==> src/sv/cblacs_pkg.sv <==
// ----------------------------------------------------------------------------
// cblacs_pkg
// shared types and constants for the conditional branch / load-store / alu
// step core
// ----------------------------------------------------------------------------
package cblacs_pkg;

    localparam int unsigned XLEN      = 32;
    localparam int unsigned REG_COUNT = 16;
    localparam int unsigned REG_AW    = 4;

    localparam logic [REG_AW-1:0] REG_LINK = 4'hE;
    localparam logic [REG_AW-1:0] REG_PC   = 4'hF;

    localparam logic [XLEN-1:0] PC_STEP  = 32'h0000_0004;
    localparam logic [XLEN-1:0] PC_AHEAD = 32'h0000_0008;

    // instruction class masks and matches
    localparam logic [XLEN-1:0] BRANCH_MASK  = 32'h0E00_0000;
    localparam logic [XLEN-1:0] BRANCH_MATCH = 32'h0A00_0000;
    localparam logic [XLEN-1:0] LDST_MASK    = 32'h0C00_0000;
    localparam logic [XLEN-1:0] LDST_MATCH   = 32'h0400_0000;
    localparam logic [XLEN-1:0] ALU_MATCH    = 32'h0000_0000;

    typedef enum logic [1:0] {
        MEM_NONE  = 2'd0,
        MEM_READ  = 2'd1,
        MEM_WRITE = 2'd2
    } mem_req_t;

    typedef enum logic [3:0] {
        OP_SUB = 4'h2,
        OP_ADD = 4'h4,
        OP_CMP = 4'hA,
        OP_MOV = 4'hD
    } alu_op_t;

    typedef enum logic [3:0] {
        COND_EQ = 4'h0,
        COND_NE = 4'h1,
        COND_CS = 4'h2,
        COND_CC = 4'h3,
        COND_MI = 4'h4,
        COND_PL = 4'h5,
        COND_VS = 4'h6,
        COND_VC = 4'h7,
        COND_HI = 4'h8,
        COND_LS = 4'h9,
        COND_GE = 4'hA,
        COND_LT = 4'hB,
        COND_GT = 4'hC,
        COND_LE = 4'hD,
        COND_AL = 4'hE,
        COND_NV = 4'hF
    } cond_t;

    typedef struct packed {
        logic            kind;
        logic [XLEN-1:0] instruction_word;
        logic [XLEN-1:0] load_data;
    } item_t;

    typedef struct packed {
        logic [1:0]      mem_request;
        logic [XLEN-1:0] mem_address;
        logic [XLEN-1:0] mem_write_data;
        logic [XLEN-1:0] next_fetch_address;
        logic            condition_passed;
        logic [3:0]      flags_nzcv;
    } result_t;

    // register file write port
    typedef struct packed {
        logic              en;
        logic [REG_AW-1:0] addr;
        logic [XLEN-1:0]   data;
    } reg_wr_t;

    // architectural state update from the execute logic
    typedef struct packed {
        reg_wr_t           wr;
        logic [XLEN-1:0]   pc;
        logic [3:0]        flags;
        logic              pending;
        logic [REG_AW-1:0] target;
    } state_upd_t;

endpackage

==> src/sv/cond_branch_ldst_alu_core_step.sv <==
// ----------------------------------------------------------------------------
// cond_branch_ldst_alu_core_step
// one-step interpreter for a reduced 32-bit instruction subset: condition
// test, branch / branch-with-link, word load/store, mov/add/sub/cmp
// ----------------------------------------------------------------------------
//
//  channel   handshake                  word     carries
//  --------  -------------------------  -------  ------------------------------
//  item      item_valid/item_stall      item     fetched instruction or load data
//  result    result_valid/result_stall  result   memory request, next pc, flags
//
// - one word per cycle sustained while result_stall is low; a taken word is
//   held in the input register, then executes into the result register
// - state (pc, flags, load tracking) updates as a word leaves the input
//   register, so the next word executes against it with no gap
// - general registers read zero after reset through per-entry valid bits;
//   no clearing pass, the block takes words from the first cycle
// - item_stall rises only when the input register is full and the result
//   register is held by result_stall
//
module cond_branch_ldst_alu_core_step (
    input  logic                 clk,
    input  logic                 rst_n,
    input  logic                 item_valid,
    output logic                 item_stall,
    input  cblacs_pkg::item_t    item,
    output logic                 result_valid,
    input  logic                 result_stall,
    output cblacs_pkg::result_t  result
);

    // input register
    logic                          in_valid_reg;
    logic                          in_valid_next;
    cblacs_pkg::item_t             in_word_reg;

    // result register
    logic                          out_valid_reg;
    logic                          out_valid_next;
    cblacs_pkg::result_t           out_word_reg;

    // architectural state, pc held outside the register store
    logic [cblacs_pkg::XLEN-1:0]   pc_reg;
    logic [3:0]                    flags_reg;
    logic                          pend_reg;
    logic [cblacs_pkg::REG_AW-1:0] target_reg;

    logic                          accept;
    logic                          advance;
    logic                          fire;
    logic [cblacs_pkg::XLEN-1:0]   rn_data;
    logic [cblacs_pkg::XLEN-1:0]   rd_data;
    cblacs_pkg::result_t           exec_result;
    cblacs_pkg::state_upd_t        upd;
    cblacs_pkg::reg_wr_t           reg_wr;

    // result register frees when empty or when its word is taken
    assign advance    = !out_valid_reg || !result_stall;
    assign fire       = in_valid_reg && advance;
    assign item_stall = in_valid_reg && !advance;
    assign accept     = item_valid && !item_stall;

    always_comb
    begin
        in_valid_next = in_valid_reg;
        if (accept)
        begin
            in_valid_next = 1'b1;
        end
        else if (fire)
        begin
            in_valid_next = 1'b0;
        end
    end

    always_comb
    begin
        out_valid_next = out_valid_reg;
        if (fire)
        begin
            out_valid_next = 1'b1;
        end
        else if (!result_stall)
        begin
            out_valid_next = 1'b0;
        end
    end

    always_ff @(posedge clk or negedge rst_n)
    begin
        if (!rst_n)
        begin
            in_valid_reg  <= 1'b0;
            out_valid_reg <= 1'b0;
        end
        else
        begin
            in_valid_reg  <= in_valid_next;
            out_valid_reg <= out_valid_next;
        end
    end

    always_ff @(posedge clk)
    begin
        if (accept)
        begin
            in_word_reg <= item;
        end
        if (fire)
        begin
            out_word_reg <= exec_result;
        end
    end

    // architectural state commits as the word executes
    always_ff @(posedge clk or negedge rst_n)
    begin
        if (!rst_n)
        begin
            pc_reg     <= '0;
            flags_reg  <= '0;
            pend_reg   <= 1'b0;
            target_reg <= '0;
        end
        else if (fire)
        begin
            pc_reg     <= upd.pc;
            flags_reg  <= upd.flags;
            pend_reg   <= upd.pending;
            target_reg <= upd.target;
        end
    end

    // register store writes only on the executing word
    always_comb
    begin
        reg_wr    = upd.wr;
        reg_wr.en = upd.wr.en && fire;
    end

    // operands are read as the word enters, base from bits 19:16 and
    // store data / destination from bits 15:12
    cblacs_regfile u_regfile (
        .clk       (clk),
        .rst_n     (rst_n),
        .wr        (reg_wr),
        .rd_en     (accept),
        .rd_addr_a (item.instruction_word[19:16]),
        .rd_addr_b (item.instruction_word[15:12]),
        .rd_data_a (rn_data),
        .rd_data_b (rd_data)
    );

    cblacs_exec u_exec (
        .item    (in_word_reg),
        .pc      (pc_reg),
        .flags   (flags_reg),
        .pending (pend_reg),
        .target  (target_reg),
        .rn_data (rn_data),
        .rd_data (rd_data),
        .result  (exec_result),
        .upd     (upd)
    );

    assign result_valid = out_valid_reg;
    assign result       = out_word_reg;

    // an executing word always lands in the result register
    a_fire_lands : assert property (@(posedge clk) disable iff (!rst_n)
        fire |=> result_valid)
        else $error("executed word did not reach the result register");

    // fetches while a load is outstanding do nothing
    a_pending_fetch_ignored : assert property (@(posedge clk) disable iff (!rst_n)
        (fire && pend_reg && !in_word_reg.kind)
        |=> (!result.condition_passed
             && (result.mem_request == cblacs_pkg::MEM_NONE)
             && pend_reg))
        else $error("fetch during outstanding load was not ignored");

    // a read request leaves a load outstanding
    a_read_sets_pending : assert property (@(posedge clk) disable iff (!rst_n)
        (fire && (exec_result.mem_request == cblacs_pkg::MEM_READ)) |=> pend_reg)
        else $error("read request without outstanding load");

    // carry and overflow are never produced
    a_cv_clear : assert property (@(posedge clk) disable iff (!rst_n)
        result_valid |-> (result.flags_nzcv[1:0] == 2'b00))
        else $error("carry or overflow flag set");

    // a held result keeps the word in the input register
    a_hold_input : assert property (@(posedge clk) disable iff (!rst_n)
        (in_valid_reg && result_valid && result_stall) |=> in_valid_reg)
        else $error("input word lost while result stalled");

endmodule

==> src/sv/cblacs_regfile.sv <==
// ----------------------------------------------------------------------------
// cblacs_regfile
// general register store, one write port and two registered read ports with
// write-first bypass; entries read as zero until first written
// ----------------------------------------------------------------------------
module cblacs_regfile (
    input  logic                            clk,
    input  logic                            rst_n,
    input  cblacs_pkg::reg_wr_t             wr,
    input  logic                            rd_en,
    input  logic [cblacs_pkg::REG_AW-1:0]   rd_addr_a,
    input  logic [cblacs_pkg::REG_AW-1:0]   rd_addr_b,
    output logic [cblacs_pkg::XLEN-1:0]     rd_data_a,
    output logic [cblacs_pkg::XLEN-1:0]     rd_data_b
);

    logic [cblacs_pkg::XLEN-1:0]      mem [cblacs_pkg::REG_COUNT];
    logic [cblacs_pkg::REG_COUNT-1:0] valid_reg;
    logic [cblacs_pkg::XLEN-1:0]      rd_data_a_reg;
    logic [cblacs_pkg::XLEN-1:0]      rd_data_b_reg;

    always_ff @(posedge clk)
    begin
        if (wr.en)
        begin
            mem[wr.addr] <= wr.data;
        end
    end

    always_ff @(posedge clk or negedge rst_n)
    begin
        if (!rst_n)
        begin
            valid_reg <= '0;
        end
        else if (wr.en)
        begin
            valid_reg[wr.addr] <= 1'b1;
        end
    end

    // write-first so a reader never sees the value just overwritten
    always_ff @(posedge clk)
    begin
        if (rd_en)
        begin
            if (wr.en && (wr.addr == rd_addr_a))
            begin
                rd_data_a_reg <= wr.data;
            end
            else
            begin
                rd_data_a_reg <= valid_reg[rd_addr_a] ? mem[rd_addr_a] : '0;
            end
            if (wr.en && (wr.addr == rd_addr_b))
            begin
                rd_data_b_reg <= wr.data;
            end
            else
            begin
                rd_data_b_reg <= valid_reg[rd_addr_b] ? mem[rd_addr_b] : '0;
            end
        end
    end

    assign rd_data_a = rd_data_a_reg;
    assign rd_data_b = rd_data_b_reg;

endmodule

==> src/sv/cblacs_exec.sv <==
// ----------------------------------------------------------------------------
// cblacs_exec
// single-pass execute: condition test, decode, address / alu adder and
// next architectural state for one word
// ----------------------------------------------------------------------------
module cblacs_exec (
    input  cblacs_pkg::item_t                item,
    input  logic [cblacs_pkg::XLEN-1:0]      pc,
    input  logic [3:0]                       flags,
    input  logic                             pending,
    input  logic [cblacs_pkg::REG_AW-1:0]    target,
    input  logic [cblacs_pkg::XLEN-1:0]      rn_data,
    input  logic [cblacs_pkg::XLEN-1:0]      rd_data,
    output cblacs_pkg::result_t              result,
    output cblacs_pkg::state_upd_t           upd
);

    logic                           n_f;
    logic                           z_f;
    logic                           c_f;
    logic                           v_f;
    logic                           cond_ok;
    logic [cblacs_pkg::XLEN-1:0]    insn;
    logic [cblacs_pkg::REG_AW-1:0]  rn;
    logic [cblacs_pkg::REG_AW-1:0]  rd;
    logic [cblacs_pkg::XLEN-1:0]    imm;
    logic [cblacs_pkg::XLEN-1:0]    rn_val;
    logic [cblacs_pkg::XLEN-1:0]    rd_val;
    logic [cblacs_pkg::XLEN-1:0]    offset;
    logic [cblacs_pkg::XLEN-1:0]    diff;

    assign insn   = item.instruction_word;
    assign rn     = insn[19:16];
    assign rd     = insn[15:12];
    assign imm    = {20'd0, insn[11:0]};
    assign offset = {{6{insn[23]}}, insn[23:0], 2'b00};
    assign n_f    = flags[3];
    assign z_f    = flags[2];
    assign c_f    = flags[1];
    assign v_f    = flags[0];

    // register 15 reads as the current instruction address
    assign rn_val = (rn == cblacs_pkg::REG_PC) ? pc : rn_data;
    assign rd_val = (rd == cblacs_pkg::REG_PC) ? pc : rd_data;
    assign diff   = rn_val - imm;

    always_comb
    begin
        unique case (cblacs_pkg::cond_t'(insn[31:28]))
            cblacs_pkg::COND_EQ: cond_ok = z_f;
            cblacs_pkg::COND_NE: cond_ok = !z_f;
            cblacs_pkg::COND_CS: cond_ok = c_f;
            cblacs_pkg::COND_CC: cond_ok = !c_f;
            cblacs_pkg::COND_MI: cond_ok = n_f;
            cblacs_pkg::COND_PL: cond_ok = !n_f;
            cblacs_pkg::COND_VS: cond_ok = v_f;
            cblacs_pkg::COND_VC: cond_ok = !v_f;
            cblacs_pkg::COND_HI: cond_ok = c_f && !z_f;
            cblacs_pkg::COND_LS: cond_ok = !c_f || z_f;
            cblacs_pkg::COND_GE: cond_ok = (n_f == v_f);
            cblacs_pkg::COND_LT: cond_ok = (n_f != v_f);
            cblacs_pkg::COND_GT: cond_ok = !z_f && (n_f == v_f);
            cblacs_pkg::COND_LE: cond_ok = z_f || (n_f != v_f);
            cblacs_pkg::COND_AL: cond_ok = 1'b1;
            cblacs_pkg::COND_NV: cond_ok = 1'b0;
        endcase
    end

    always_comb
    begin
        logic [cblacs_pkg::XLEN-1:0] alu_res;
        logic                        alu_wr;

        alu_res               = '0;
        alu_wr                = 1'b0;
        result                = '0;
        result.mem_request    = cblacs_pkg::MEM_NONE;
        upd.wr                = '0;
        upd.pc                = pc;
        upd.flags             = flags;
        upd.pending           = pending;
        upd.target            = target;

        if (item.kind)
        begin
            // load return, dropped when nothing is outstanding
            if (pending)
            begin
                upd.pending = 1'b0;
                if (target == cblacs_pkg::REG_PC)
                begin
                    upd.pc = item.load_data;
                end
                else
                begin
                    upd.wr.en   = 1'b1;
                    upd.wr.addr = target;
                    upd.wr.data = item.load_data;
                end
            end
        end
        else if (!pending)
        begin
            upd.pc = pc + cblacs_pkg::PC_STEP;
            if (cond_ok)
            begin
                result.condition_passed = 1'b1;
                if ((insn & cblacs_pkg::BRANCH_MASK) == cblacs_pkg::BRANCH_MATCH)
                begin
                    if (insn[24])
                    begin
                        upd.wr.en   = 1'b1;
                        upd.wr.addr = cblacs_pkg::REG_LINK;
                        upd.wr.data = pc + cblacs_pkg::PC_STEP;
                    end
                    upd.pc = pc + cblacs_pkg::PC_AHEAD + offset;
                end
                else if ((insn & cblacs_pkg::LDST_MASK) == cblacs_pkg::LDST_MATCH)
                begin
                    result.mem_address = rn_val + imm;
                    if (insn[20])
                    begin
                        result.mem_request = cblacs_pkg::MEM_READ;
                        upd.pending        = 1'b1;
                        upd.target         = rd;
                    end
                    else
                    begin
                        result.mem_request    = cblacs_pkg::MEM_WRITE;
                        result.mem_write_data = rd_val;
                    end
                end
                else if ((insn & cblacs_pkg::LDST_MASK) == cblacs_pkg::ALU_MATCH)
                begin
                    unique case (cblacs_pkg::alu_op_t'(insn[24:21]))
                        cblacs_pkg::OP_MOV:
                        begin
                            alu_res = imm;
                            alu_wr  = 1'b1;
                        end
                        cblacs_pkg::OP_ADD:
                        begin
                            alu_res = rn_val + imm;
                            alu_wr  = 1'b1;
                        end
                        cblacs_pkg::OP_SUB:
                        begin
                            alu_res = diff;
                            alu_wr  = 1'b1;
                        end
                        cblacs_pkg::OP_CMP:
                        begin
                            upd.flags = {diff[31], (diff == '0), flags[1:0]};
                        end
                        default:
                        begin
                            alu_wr = 1'b0;
                        end
                    endcase
                    if (alu_wr)
                    begin
                        if (rd == cblacs_pkg::REG_PC)
                        begin
                            upd.pc = alu_res;
                        end
                        else
                        begin
                            upd.wr.en   = 1'b1;
                            upd.wr.addr = rd;
                            upd.wr.data = alu_res;
                        end
                    end
                end
            end
        end

        result.next_fetch_address = upd.pc;
        result.flags_nzcv         = upd.flags;
    end

endmodule
==> config.mk <==
export PLATFORM = sky130hd
export DESIGN_NAME = cond_branch_ldst_alu_core_step
export DESIGN_NICKNAME = d
export VERILOG_FILES = /design/src/sv/cblacs_pkg.sv /design/src/sv/cond_branch_ldst_alu_core_step.sv /design/src/sv/cblacs_regfile.sv /design/src/sv/cblacs_exec.sv
export SDC_FILE = /design/constraint.sdc
export NUM_CORES = 1
export LEC_CHECK = 0
export ABC_AREA = 0
export BUFFER_PORTS_ARGS = -buffer_cell sky130_fd_sc_hd__clkbuf_2
export CORE_UTILIZATION = 50
export CTS_CLUSTER_DIAMETER = 200
export DETAILED_ROUTE_END_ITERATION = 8
export HOLD_SLACK_MARGIN = 0.02
export PLACE_DENSITY = 0.68
export SYNTH_ARGS = -nofsm -noshare
export SYNTH_HDL_FRONTEND = slang
export SYNTH_SLANG_ARGS = --single-unit
==> constraint.sdc <==
create_clock -name clk -period 4.98 [get_ports clk]
set_clock_uncertainty 0.2 [all_clocks]
set_input_delay 0.996 -clock clk [delete_from_list [all_inputs] [get_ports clk]]
set_output_delay 0.996 -clock clk [all_outputs]
set_load 0.03 [all_outputs]
* Yosys cells after proc, flatten, opt, wreduce, memory -nomap -nowiden
Memory sizes are Yosys's and may differ from the RTL's.
Cells that the tools add are included.
** Cells by class
- Add/subtract/negate cells :: 5
- Order comparisons :: 4
- Eq/ne operators :: 29
- Muxes and demuxes :: 48
- Bitwise logic cells :: 6
- Reductions and logical operators :: 29
** Operators with widths (number)
- 2-to-1 mux 69 bit :: 4
- 2-to-1 mux 32 bit :: 8
- 2-to-1 mux 78 bit :: 2
- 2-to-1 mux 73 bit :: 2
- 2-to-1 mux 37 bit :: 3
- case mux 32 bit (3 select lines) :: 1
- logical NOT 32 bit :: 2
- == test 4 bit (second input constant) :: 13
- adder 32 x 12 -> 32 bit :: 1
- adder 32 x 3 -> 32 bit (second input constant) :: 1
- adder 32 bit :: 1
- adder 32 x 4 -> 32 bit (second input constant) :: 1
- subtractor 32 x 12 -> 32 bit :: 1
- == test 4 x 3 -> 1 bit (second input constant) :: 5
- 2-to-1 mux 1 bit :: 18
- OR 16 bit :: 1
- case mux 1 bit (16 select lines) :: 1
- less-than comparator 4 x 5 -> 1 bit (second input constant) :: 3
- == test 4 x 2 -> 1 bit (second input constant) :: 3
- 2-to-1 mux 5 bit :: 2
- logical AND 1 bit :: 9
- 2-to-1 mux 9 bit :: 1
- binary-select mux 1 bit (select 4 bit) :: 2
- == test 4 bit :: 2
- other kinds (20) :: 34
** Storage, ports and cells
- Register bits :: 291
- Memory bits (writable) :: 512
- Input bits :: 69
- Memories :: 1
** Memory list
- u_regfile.mem :: depth 16, width 32, read ports 2, clocked after Yosys merged registers in 0, write ports 1, RTL line cblacs_regfile.sv:17 : logic [cblacs_pkg::XLEN-1:0] mem [cblacs_pkg::REG_COUNT];

* Depth between registers and ports, before layout
- Word-level depth :: 21
- Mapped depth :: 21
- Depth with buffers taken out :: 15

* Hierarchy
A second synthesis with hierarchy kept.
** Unflattened totals
- Cell total of the unflattened synthesis :: 3182
- Area total of the unflattened synthesis :: 43200.2 um2
** Modules (own cells, without submodules)
- cblacs_regfile :: times used 1, cells an instance 1366, area an instance 26889.5 um2, seq. area each 17697.0 um2
- cblacs_exec :: times used 1, cells an instance 1553, area an instance 9636.7 um2, seq. area each 0.0 um2
- cond_branch_ldst_alu_core_step :: times used 1, cells an instance 263, area an instance 6673.9 um2, seq. area each 6120.9 um2

* Least setup slack after synthesis
OpenSTA, ideal clock, no wires.
- Kind :: input to register
- Start point :: in result_stall
- End point :: reg out_word_reg, in the netlist result[100] (enable)
- Library setup time :: 505 ps
- Arrival :: 4546 ps
- Required time :: 4275 ps
- Setup slack :: -271 ps
- Stages :: 5
- Cells stage by stage :: nand2_1 -> nand2_1 -> inv_1 -> buf_1 -> clkbuf_1
** Between the ends
- Longest elaborated chain between the ends :: 3
** RTL lines
- start: declaration :: RTL line cond_branch_ldst_alu_core_step.sv:28 : input logic result_stall,
- logical NOT 1 bit
- logical OR 1 bit :: RTL line cond_branch_ldst_alu_core_step.sv:58 : assign advance = !out_valid_reg || !result_stall;
- logical AND 1 bit :: RTL line cond_branch_ldst_alu_core_step.sv:59 : assign fire = in_valid_reg && advance;
- named net fire :: RTL line cond_branch_ldst_alu_core_step.sv:50 : logic fire;
- end signal: assignment :: RTL line cond_branch_ldst_alu_core_step.sv:111 : out_word_reg <= exec_result;
- end: declaration :: RTL line cond_branch_ldst_alu_core_step.sv:40 : cblacs_pkg::result_t out_word_reg;
The timed path passes the listed nets, and every way through them passes these cells.
A chain may end at the register's enable or synchronous reset.

==> results.yml <==
setup_path:
  crit_path_end_kind: "flop"
  slowest_delay_ns: 0.48
  timing.critical_path.mode_cell: "buf_4"
  timing.rr.end: "u_regfile.mem[14][17]"
  required_ns: 5.15
  crit_chain: "nand4_1, buf_4, buf_4, nand2_1, nand2_1, ha_1, inv_1, a221oi_1, a211o_1, o221a_2, nand3b_1, xnor2_2, a2bb2o_1, a221oi_4, buf_4, clkinvlp_4"
  crit_type: "flop to flop"
  r2r_slack_ns: 0.06
  crit_path_start_kind: "flop"
  worst_r2r_path_depth: 16
  cp_num_buf_inv: 5
  critPathMaxFanout: 16
  worstPathArrival_ns: 5.08
  cpLargestDelayFamily: "compound AO/OA/AOI/OAI gates"
  rr_startpoint: "in_word_reg[49]"
  slowest_stage: "a221oi_4"
pwr:
  powerDensity_nw_per_um2: 387
  fin_total_pwr_mw: 18.9
  p_clk_frac: 0.332
  internal_power_mw: 12.9
  switching_power_mw: 6.00
  leakagePower_nw: 17.3
  ir_worst_vdd_uv: 259
  combPwrFrac: 0.236
  swShare: 0.317
  p_seq_frac: 0.432
sta:
  fin_crit_ns: 4.92
  tightestPinTransition_ns: 1.10
  final.setup.tns_ns: 0
  finalSetupViolations: 0
  slew_violations: 0
  fmax_mhz: 203
  timing.slew.headroom: 0.266
  finalHoldViolCount: 0
  min_period_over_period: 0.987
grt:
  grt_usage: 0.337
  grt_pass1_wl_um: 209000
  antenna_found_initial: 0
  overflow: 0
  grt_max_degree: 131
  grt_pass1_vias: 29800
die:
  initial_utilization: 0.507
  ios: 174
  rows: 106
  die-area_um2: 86200
  core-area_um2: 84000
  die_w_um: 294
  die_y_um: 294
routing:
  drt_iter0_drc: 3855
  routed_via_density: 6.71
  routed_wl_um: 145000
  dr_total_vias: 30200
  routedWlPerCell_um: 32.3
  drt-pass1-iter-count: 6
  detail-route-antenna-nets: 0
  drc: 0
synthesis:
  synth_top_cell_by_area: "edfxtp_1"
  synthesis.yosys.warnings: 0
  ys_seq_area_frac: 0.557
  yosysUniqueCellTypes: 101
  syn-cell-area_um2: 42500
  async_reset_ff_frac: 0.0713
  synthFlopType: "edfxtp_1"
  synthCells: 3030
  synth_edf_count: 742
  synth_top_area_share: 0.524
  ys_top_cells_by_area: "edfxtp_1 52%, mux4_2 17%, dfrtp_1 3.4%, nand2_1 3.2%, ha_1 2.4%"
  syn_area_per_cell_um2: 14.0
  ys_seq_elements: 799
  netlist_top_cells_count: "742 x edfxtp_1, 364 x nand2_1, 330 x mux4_2, 145 x clkbuf_1, 142 x nor2_1"
  synth_most_common_cell: "edfxtp_1"
finish:
  multi_input_area_um2: 18000
  drive_above_1_share: 0.272
  areaGrowthSynthToFinish_pct: 14.9
  fillers: 6489
  fin_nets: 3452
  largest_reg_flops: 512
  antenna_cells: 0
  seqCellArea_um2: 23700
place:
  dp_hpwl_um: 101000
  gp_congestion: 1.03
  io_buffers: 171
run:
  cap_violations: 0
clock_network:
  clkLatencyLatePin_ns: 0.67
  cts_buffer_depth: 3
  cts.clk_slew.worst_paths_ns: 0.06
  cts.sinks: 799
  cts_tree: "yes"
  h-tree-depth: 3
  cts-root-buf: "clkbuf_16"
  numCtsBuffers: 86
min_path:
  timing.hold.worst_endpoint: "u_regfile.valid_reg[15]"
  worstHoldPathType: "flop to flop"
  whs_path_depth: 0
  hold_path.startpoint: "u_regfile.valid_reg[15]"
outcome:
  outcome: "finished, final reports clean"
-- kinds of logic (layout without fill, tap and decap cells) --
family | Yosys count | in the layout | share of synthesized area
AOI/OAI and AO/OA | 542 | 542 | 0.0855
DFF | 799 | 799 | 0.557
buffers and inverters | 284 | 590 | 0.0274
xor gates and xnor gates | 100 | 100 | 0.0206
and+or+nand+nor | 813 | 813 | 0.0903
muxes | 407 | 407 | 0.193
other | 1 | 34 | 0.0000882
adders and majority gates | 84 | 84 | 0.0252
-- timing repair --
item / CTS / global route
setup endpoints to repair: 32 / 135
setup buffers: 0 / 7
resized for setup: 3 / 14
hold buffers: 0 / 0
pin swaps: 0 / 3
cloned: 0 / 2
-- per-stage QoR --
step                      cell area, µm²  setup WS [ns]  std cells  hold WS (ns)  utilization
final                              48900         0.0649       4503         0.205        0.582
after global routing               48900       -0.00605       4503         0.231        0.582
after CTS                          48700         0.0972       4494         0.215        0.580
after detailed placement           46000         -0.132       4336         0.203        0.547
after global placement             46000         -0.115       4336         0.180        0.547
after floorplan                    42700         0.0684       3063         0.240            -
-- cell type report --
cell class	instances	area share
inverter	69	0.00571
multi-input combinational	1980	0.369
sequential	799	0.485
timing repair inverter	2	0.000307
timing repair buffer	361	0.0549
clock inverter	47	0.00845
clock buffer	111	0.0478
tap	1134	0.0290
-- how the worst max path moves through the flow --
stage | cells after the start | slack, ns | end | from
final | 16 | 0.06 | u_regfile.mem[14][17] | in_word_reg[49]
after global routing | 17 | -0.006 | u_regfile.mem[11][25] | in_word_reg[51]
after CTS | 17 | 0.1 | u_regfile.mem[15][19] | in_word_reg[51]
after detailed placement | 16 | -0.13 | u_regfile.mem[14][17] | in_word_reg[49]
after global placement | 16 | -0.11 | u_regfile.mem[14][17] | in_word_reg[50]
after floorplan | 19 | 0.07 | u_regfile.rd_data_a[28] | in_word_reg[51]
-- cells in the final DEF (no fill, tap or decap), types with 15 or more instances in the layout --
master       n
xor2_1      54
nor4_1      22
o22ai_1     16
dfrtp_1     57
buf_4      162
and3_1      21
or2_2       26
xnor2_1     45
nand3_1     40
clkbuf_1    17
mux4_2     330
o21a_1      15
a21oi_1    126
buf_12      30
nand4_1     25
ha_1        81
clkbuf_16   87
o31ai_1     16
nor2_1     126
a31oi_1     33
edfxtp_1   742
inv_1       60
nor3_1      60
nor2_4      15
o21ai_1     19
nand2_1    364
clkinv_1    26
clkbuf_2   165
o21ai_0    109
conb_1      34
a21o_1      27
a221oi_1    17
nand2b_1    25
mux2i_1     61
-- per-layer routing --
metal	global-route usage	vias to the layer above	wire length, µm
met5	0	-	0
met4	0.184	0	8790
met3	0.0554	422	13300
met2	0.534	1922	68200
met1	0.446	15300	55100
li1	-	12500	-
-- power groups by stage --
stage / clock network [mW] / logic, mW / registers (mW)
2_1_floorplan: 0 / 2.77 / 8.17
3_3_place_gp: 0 / 4.29 / 8.26
3_5_place_dp: 0 / 4.32 / 8.26
4_1_cts: 6.37 / 4.35 / 8.13
5_1_grt: 6.59 / 4.75 / 8.16
6_report: 6.29 / 4.46 / 8.16
Power figures use the tool's default switching activity.
